$ cat config.mk
export PLATFORM = sky130hd
export DESIGN_NAME = gdea_mul
export DESIGN_NICKNAME = d
export VERILOG_FILES = /design/src/hdl/gdea_pkg.sv /design/src/hdl/gdea_mul.sv
export SDC_FILE = /design/constraint.sdc
export NUM_CORES = 2
export LEC_CHECK = 0
export BUFFER_PORTS_ARGS = -buffer_cell sky130_fd_sc_hd__buf_2
export CAP_MARGIN = 15
export CORE_UTILIZATION = 55
export DETAILED_ROUTE_END_ITERATION = 7
export GPL_TIMING_DRIVEN = 0
export HOLD_SLACK_MARGIN = 0.15
export PLACE_DENSITY_LB_ADDON = 0.25
export SLEW_MARGIN = 40
export SYNTH_ARGS = -nofsm -noshare
export SYNTH_HDL_FRONTEND = slang
export SYNTH_SLANG_ARGS = --single-unit
export TNS_END_PERCENT = 50
$ cat constraint.sdc
create_clock -name clk -period 9.6 [get_ports clk]
set_input_delay 0.96 -clock clk [delete_from_list [all_inputs] [get_ports clk]]
set_output_delay 0.96 -clock clk [all_outputs]
set_load 0.02 [all_outputs]
$ cat src/hdl/gdea_pkg.sv
// ----------------------------------------------------------------------------
// gdea_pkg: shared types and constants of the geodetic delta ENU accumulator
// State codes, WGS84 fixed-point constants, the multiplier control group and
// the CORDIC angle table.
// ----------------------------------------------------------------------------
package gdea_pkg;

  typedef enum logic [3:0] {
    ST_IDLE,
    ST_THETA,
    ST_CORDIC,
    ST_SSQ,
    ST_E2S,
    ST_SQRT,
    ST_WQ,
    ST_DIVN,
    ST_DIVM,
    ST_GN,
    ST_FE,
    ST_GE,
    ST_NM,
    ST_EM,
    ST_ACC,
    ST_OUT
  } gdea_state_t;

  typedef struct packed {
    logic start;
    logic sh32;   // 1: shift product right by 32, 0: by 30
    logic rnd;    // 1: round half up before the shift
  } gdea_mul_ctl_t;

  localparam logic [63:0] KQ        = 64'd8048910509;
  localparam logic [63:0] E2Q       = 64'd28752143;
  localparam logic [63:0] A_MM      = 64'd6378137000;
  localparam logic [63:0] B2A_MM    = 64'd6335439327;
  localparam logic signed [34:0] HALF_PI_Q30 = 35'sd1686629713;
  localparam logic signed [34:0] PI_Q30      = 35'sd3373259426;
  localparam logic signed [34:0] CORDIC_X0   = 35'sd652032874;
  localparam logic [33:0] DELTA_CAP = 34'h2_0000_0000;

  function automatic logic signed [34:0] atan_q30(input logic [5:0] i);
    logic signed [34:0] v;
    begin
      case (i)
        6'd0:    v = 35'sh3243F6A8;
        6'd1:    v = 35'sh1DAC6705;
        6'd2:    v = 35'sh0FADBAFC;
        6'd3:    v = 35'sh07F56EA6;
        6'd4:    v = 35'sh03FEAB76;
        6'd5:    v = 35'sh01FFD55B;
        6'd6:    v = 35'sh00FFFAAA;
        6'd7:    v = 35'sh007FFF55;
        6'd8:    v = 35'sh003FFFEA;
        6'd9:    v = 35'sh001FFFFD;
        default: begin
          if (i <= 6'd30) v = 35'sd1073741824 >>> i;
          else v = '0;
        end
      endcase
      return v;
    end
  endfunction

endpackage

$ cat src/hdl/gdea_mul.sv
// ----------------------------------------------------------------------------
// gdea_mul: iterative 64x64 multiply with shift, rounding and saturation
// One 32x32 multiplier builds the 128-bit product from four partial
// products, then rounds, shifts right by 30 or 32 and saturates to 64 bits.
// ----------------------------------------------------------------------------
module gdea_mul
  import gdea_pkg::*;
(
  input  logic          clk,
  input  logic          rst_n,
  input  gdea_mul_ctl_t ctl,
  input  logic [63:0]   a,
  input  logic [63:0]   b,
  output logic          done,
  output logic [63:0]   p
);

  logic         busy_r;
  logic         done_r;
  logic [2:0]   ph_r;
  logic [1:0]   k_r;
  logic [63:0]  a_r;
  logic [63:0]  b_r;
  logic [63:0]  prod_r;
  logic [127:0] acc_r;
  logic         sh32_r;
  logic         rnd_r;
  logic [63:0]  p_r;

  logic [31:0]  pa;
  logic [31:0]  pb;
  logic [127:0] prod_sh;
  logic [127:0] p_rnd;
  logic [63:0]  fin;

  assign pa = ph_r[1] ? a_r[63:32] : a_r[31:0];
  assign pb = ph_r[0] ? b_r[63:32] : b_r[31:0];

  always_comb begin
    case (k_r)
      2'd0:    prod_sh = {64'd0, prod_r};
      2'd3:    prod_sh = {prod_r, 64'd0};
      default: prod_sh = {32'd0, prod_r, 32'd0};
    endcase
  end

  always_comb begin
    p_rnd = acc_r;
    if (rnd_r) p_rnd = acc_r + (sh32_r ? (128'd1 << 31) : (128'd1 << 29));
    if (sh32_r) fin = (p_rnd[127:96] != '0) ? '1 : p_rnd[95:32];
    else        fin = (p_rnd[127:94] != '0) ? '1 : p_rnd[93:30];
  end

  always_ff @(posedge clk) begin
    if (!rst_n) begin
      busy_r <= 1'b0;
      done_r <= 1'b0;
      ph_r   <= '0;
    end else begin
      done_r <= 1'b0;
      if (ctl.start) begin
        busy_r <= 1'b1;
        ph_r   <= '0;
      end else if (busy_r) begin
        ph_r <= ph_r + 3'd1;
        if (ph_r == 3'd5) begin
          busy_r <= 1'b0;
          done_r <= 1'b1;
        end
      end
    end
  end

  always_ff @(posedge clk) begin
    if (ctl.start) begin
      a_r    <= a;
      b_r    <= b;
      sh32_r <= ctl.sh32;
      rnd_r  <= ctl.rnd;
      acc_r  <= '0;
    end else if (busy_r) begin
      if (ph_r <= 3'd3) begin
        prod_r <= 64'(pa) * 64'(pb);
        k_r    <= ph_r[1:0];
      end
      if (ph_r >= 3'd1 && ph_r <= 3'd4) acc_r <= acc_r + prod_sh;
      if (ph_r == 3'd5) p_r <= fin;
    end
  end

  assign done = done_r;
  assign p    = p_r;

endmodule

---- Word level (Yosys, flattened, before mapping) ----
Index checks and enable logic that the tools add are counted.
word-level totals
  output and inout port bits .............. 65
  word-level logic and storage cells ...... 44
  bits in registers ....................... 393
cells by class
  bitwise gates (word level) .............. 3
  reductions and logical operators ........ 9
  $add $sub $neg .......................... 3
  multipliers ............................. 1
  eq/ne operators ......................... 2
  muxes and demuxes ....................... 12
  order comparisons ....................... 3
operators by type and width
  cell                 count
  $pmux 128 s2         1
  $mux 64              3
  $add 128x128->128    1
  $add 128x32->128     1
  $mux 128             1
  $mux 32              3
  $mul 32x32->64       1
  $reduce_bool 34->1   1
  $reduce_bool 32->1   1
  $reduce_and 3->1     2
  $mux 1               4
  $add 3x1->3 const B  1
  $eq 3x3->1 const B   1
  $ge 3x1->1 const B   1
  $le 3x2->1 const B   1
  $le 3x3->1 const B   1
  $not 1->1            3
  $reduce_or 3->1      1
  $eq 2x2->1 const B   1
  $logic_not 2->1      1
  $reduce_and 2->1     1
  $reduce_or 2->1      1
  $logic_and 1x1->1    1

---- Depth between registers and ports, before layout ----
  word-level depth ........................ 6
  gate-level depth with buffers ........... 35
  gate-level depth less buffers ........... 31

---- Least setup slack after synthesis ----
No wires, ideal clock.
  kind .................................... register to register
  start ................................... register ph_r[1]
  end ..................................... register prod_r[58] (data pin)
  data arrival time ....................... 9.152 ns
  setup time .............................. 0.263 ns
  setup slack ............................. 0.185 ns
  cell stages (with the launch flop) ...... 33
  data required time ...................... 9.337 ns
  cell sequence ........................... dfxtp_1 clkbuf_1 buf_1 buf_1 mux2i_1 clkbuf_1 nor2_1 fa_1 fa_1 inv_1 fa_1 fa_1 inv_1 fa_1 fa_1 fa_1 inv_1 fa_1 inv_1 ha_1 clkbuf_1 a21o_1 a21o_1 a21oi_1 o21ai_0 a221oi_1 o21ai_0 a2111oi_0 a21oi_1 a311oi_1 o21ai_0 a21oi_1 xnor2_1
between the ends
  longest elaborated chain between the ends .. 2
ends and longest elaborated chain
  item                    RTL line        RTL
  start, declared         gdea_mul.sv:20  logic [2:0] ph_r;
  start signal, assigned  gdea_mul.sv:65  ph_r <= ph_r + 3'd1;
  $mux 32                 gdea_mul.sv:36  assign pa = ph_r[1] ? a_r[63:32] : a_r[31:0];
  $mul 32x32->64          gdea_mul.sv:83  prod_r <= 64'(pa) * 64'(pb);
  end signal, assigned    gdea_mul.sv:83
  end, declared           gdea_mul.sv:24  logic [63:0] prod_r;
No other way between the ends.
A chain may end at the register's enable or synchronous reset.

---- Worst setup path after layout ----
  start ................................... register ph_r[1]
  end ..................................... register prod_r[60] (data pin)
The elaborated chain is that of the path after synthesis.

==> results_dict.tcl <==
set metrics [dict create \
    clk_pin_slew_ns 0.07 \
    final-hold-violation-count 0 \
    cts-buffers-inserted 46 \
    detail-route-antenna-nets 0 \
    yosys.area.top_type_share 0.3113 \
    grt_first_pass_wirelength_mm 337.6 \
    synth.lib_cells_used.distinct 83 \
    postSynthAreaPerCell_um2 8.868 \
    initial_core_util 0.5558 \
    criticalPathCategory "reg2reg" \
    critical_path.endpoint "prod_r[60]$_DFFE_PP_" \
    hold_path_class "in2reg" \
    r2r_start "ph_r[1]$_SDFFE_PP0P_" \
    post_synth_instance_area_um2 57690 \
    simple_gate_area_share_of_the_yosys_netlist 0.1588 \
    port_buffers 197 \
    netlist_top_cells_area "sky130_fd_sc_hd__fa_1 31%, sky130_fd_sc_hd__edfxtp_1 14%, sky130_fd_sc_hd__ha_1 8.6%" \
    hpwl_mm 191.2 \
    fin_crit_ns 9.535 \
    post_synth_inst_count 6505 \
    die_w_um 325.9 \
    async_flop_share 0 \
    drtIter0Drc 4750 \
    detailedRoute.firstPassIterationCount 8 \
    route.vias.total 50470 \
    post-route-util 0.6186 \
    worst_path_most_repeated_cell "sky130_fd_sc_hd__fa_1" \
    coreArea_um2 103800 \
    worst_max_slew_margin_expressed_relative_to_the_limit 0.3440 \
    critical_path_arrival_ns 9.91 \
    setup.reg_to_reg.worst_slack_ns 0.06 \
    min-delay-start "a[41]" \
    fin_hold_ws_ns 0.4467 \
    routed_wire_length_per_instance_um 28.40 \
    syn-num-nets 7933 \
    gp_routability_congestion 1.081 \
    die_height_um 325.9 \
    areaGrowthSynthToFinish_pct 11.30 \
    seq_area_frac_synth 0.1815 \
    synthesis.yosys.warnings 0 \
    drive_gt1_frac 0.09697 \
    antenna_found_initial 11 \
    via_count_of_the_first_global_routing_pass 51170 \
    ys_seq_elements 393 \
    path_buf_inv 10 \
    grt_setup_unrepaired "yes" \
    gr-usage-all-layers 0.4435 \
    cp_top_family "adder cells" \
    crit-reg2reg-capture "prod_r[60]$_DFFE_PP_" \
    cp_max_fo 10 \
    totalWireLength_mm 234.1 \
    synthesized_area_fraction_occupied_by_ao_oa_aoi_and_oai_cells 0.1154 \
    synthXorXnorAreaFrac 0.03765 \
    skew_ns 0.04202 \
    worstSetupPathDepth 31 \
    maxSlewViolCount 0 \
    crit_path_top_delay_cell "sky130_fd_sc_hd__fa_1" \
    die_area_um2 106200 \
    numClockSinks 393 \
    ff2ff_path_depth 31 \
    final_instance_count_excl_fillers 8244 \
    detail_route.drc_violations 0 \
    yosys_most_used_dff "sky130_fd_sc_hd__edfxtp_1" \
    core.rowCount 118 \
    worst-slew-pin-transition_ns 0.9840 \
    cp_slowest_stage_delay_ns 0.57 \
    layout.nets 8249 \
    synthAdderAreaFrac 0.3976 \
    dominant_cell_by_count_in_the_synthesized_netlist "sky130_fd_sc_hd__inv_1" \
    max_cap_viol_count 0 \
    vias_per_cell 6.121 \
    cp_data_required_time_ns 9.98 \
    timing.critical_path.from_type "flop" \
    crit_share_post_route 0.9933 \
    grt_start_max_net_pins 78 \
    netlist.top_cell.by_area "sky130_fd_sc_hd__fa_1" \
    worst_skew_pair.late_latency_ns 0.68 \
    numPlacedInstances 8101 \
    end_kind "flop" \
    synth.cells.most_frequent "975 x sky130_fd_sc_hd__inv_1, 897 x sky130_fd_sc_hd__fa_1, 809 x sky130_fd_sc_hd__nand2_1" \
    cts_buffer_depth 3 \
    root_buffer "sky130_fd_sc_hd__clkbuf_16" \
    worst_setup_path_startpoint "ph_r[1]$_SDFFE_PP0P_" \
    clock.fmax_mhz 104.9 \
    combinational_family_with_the_most_area_after_synthesis "adder cells" \
    muxShareOfSynthArea 0.02390 \
    outcome "completed" \
    cts-htree-levels 2 \
    placed_area_um2 61190 \
    final-setup-viol-count 0 \
    grt-ovfl-total 0 \
    clock_tree_from_tritoncts "yes" \
    num_io_pins 198 \
    synth_edf_count 260 \
    fin_area_um2 64200 \
]
==> per-stage QoR <==
stage | TNS [ns] | setup WS, ns
after floorplan | 0 | 0.1851
after global placement | -121.64 | -4.017
after detailed placement | -64.50 | -2.986
after CTS | 0 | 0.005532
after global routing | -0.1094 | -0.03712
final | 0 | 0.06480
==> final cells by class <==
class                           instances  area [µm²]
Clock buffer                           63        1246
Timing Repair Buffer                  273        1862
Clock inverter                         22       266.5
Antenna cell                            6       15.01
Tap cell                             1380        1727
Fill cell                            8973       39590
Sequential cell                       393       10470
Multi-Input combinational cell       4814       43120
Inverter                              975        3660
Buffer                                318        1834
==> cells in the final DEF, fill, tap and decap left out, types with 17 or more instances in the layout <==
cell type,synthesis,routed
sky130_fd_sc_hd__inv_1,975,975
sky130_fd_sc_hd__fa_1,897,897
sky130_fd_sc_hd__nand2_1,809,809
sky130_fd_sc_hd__nor2_1,777,773
sky130_fd_sc_hd__ha_1,398,396
sky130_fd_sc_hd__a21oi_1,375,372
sky130_fd_sc_hd__edfxtp_1,260,260
sky130_fd_sc_hd__buf_2,13,215
sky130_fd_sc_hd__clkbuf_1,292,187
sky130_fd_sc_hd__o21ai_0,187,184
sky130_fd_sc_hd__xnor2_1,158,158
sky130_fd_sc_hd__dfxtp_1,133,131
sky130_fd_sc_hd__nand4_1,104,104
sky130_fd_sc_hd__xor2_1,90,90
sky130_fd_sc_hd__a21o_1,89,89
sky130_fd_sc_hd__and2_1,89,89
sky130_fd_sc_hd__nand3_1,69,69
sky130_fd_sc_hd__a22o_1,68,68
sky130_fd_sc_hd__o21bai_1,63,63
sky130_fd_sc_hd__a22oi_1,59,59
sky130_fd_sc_hd__mux2_2,62,58
sky130_fd_sc_hd__nor3_1,59,58
sky130_fd_sc_hd__clkbuf_2,0,57
sky130_fd_sc_hd__buf_4,1,55
sky130_fd_sc_hd__clkbuf_16,0,53
sky130_fd_sc_hd__and3_1,48,48
sky130_fd_sc_hd__mux2i_4,0,47
sky130_fd_sc_hd__nand2b_1,30,30
sky130_fd_sc_hd__o21a_1,28,28
sky130_fd_sc_hd__clkbuf_4,0,26
sky130_fd_sc_hd__nor2b_1,23,23
sky130_fd_sc_hd__clkbuf_8,0,21
sky130_fd_sc_hd__o31ai_1,22,21
sky130_fd_sc_hd__a21boi_0,18,18
sky130_fd_sc_hd__and4_1,17,17
==> per-layer routing <==
layer / vias to the layer above / share of wire / global-route usage
li1: 21750 / - / -
met1: 24760 / 0.35 / 0.5096
met2: 3025 / 0.44 / 0.6880
met3: 914 / 0.11 / 0.1295
met4: 18 / 0.10 / 0.3656
met5: - / 0.00050 / 0
==> worst min path at each step <==
stage | to | slack [ns] | cells after the start
3_5_place_dp | acc_r[21]$_SDFFE_PP0P_ | 0.45 | 2
3_3_place_gp | acc_r[12]$_SDFFE_PP0P_ | 0.44 | 2
5_1_grt | a_r[41]$_DFFE_PP_ | 0.45 | 1
4_1_cts | a_r[41]$_DFFE_PP_ | 0.43 | 1
2_1_floorplan | k_r[1]$_DFFE_PP_ | 0.43 | 0
6_report | a_r[41]$_DFFE_PP_ | 0.45 | 1
==> logic make-up after synthesis <==
| kind of cell | after synthesis |
|---|---|
| and+or+nand+nor | 2094 |
| buffers and inverters | 1298 |
| adders and majority gates | 1295 |
| AOI/OAI and AO/OA | 1047 |
| DFF | 393 |
| xor gates and xnor gates | 248 |
| muxes | 130 |
==> state kept, by name (all words and copies together), names as in the netlist <==
signal,cells
acc_r,128
a_r,64
b_r,64
p,64
prod_r,64
ph_r,3
k_r,2
busy_r,1
done,1
rnd_r,1
sh32_r,1
==> what timing repair did <==
item,4_1_cts,5_1_grt
pin swaps,6,9
setup buffers,39,18
resized for setup,209,41
endpoints found under the setup margin,43,17
hold buffers,0,0
Power is left out: the tool's default activity adds up to more than one toggle a clock period on the data nets, which glitch-free logic cannot reach.
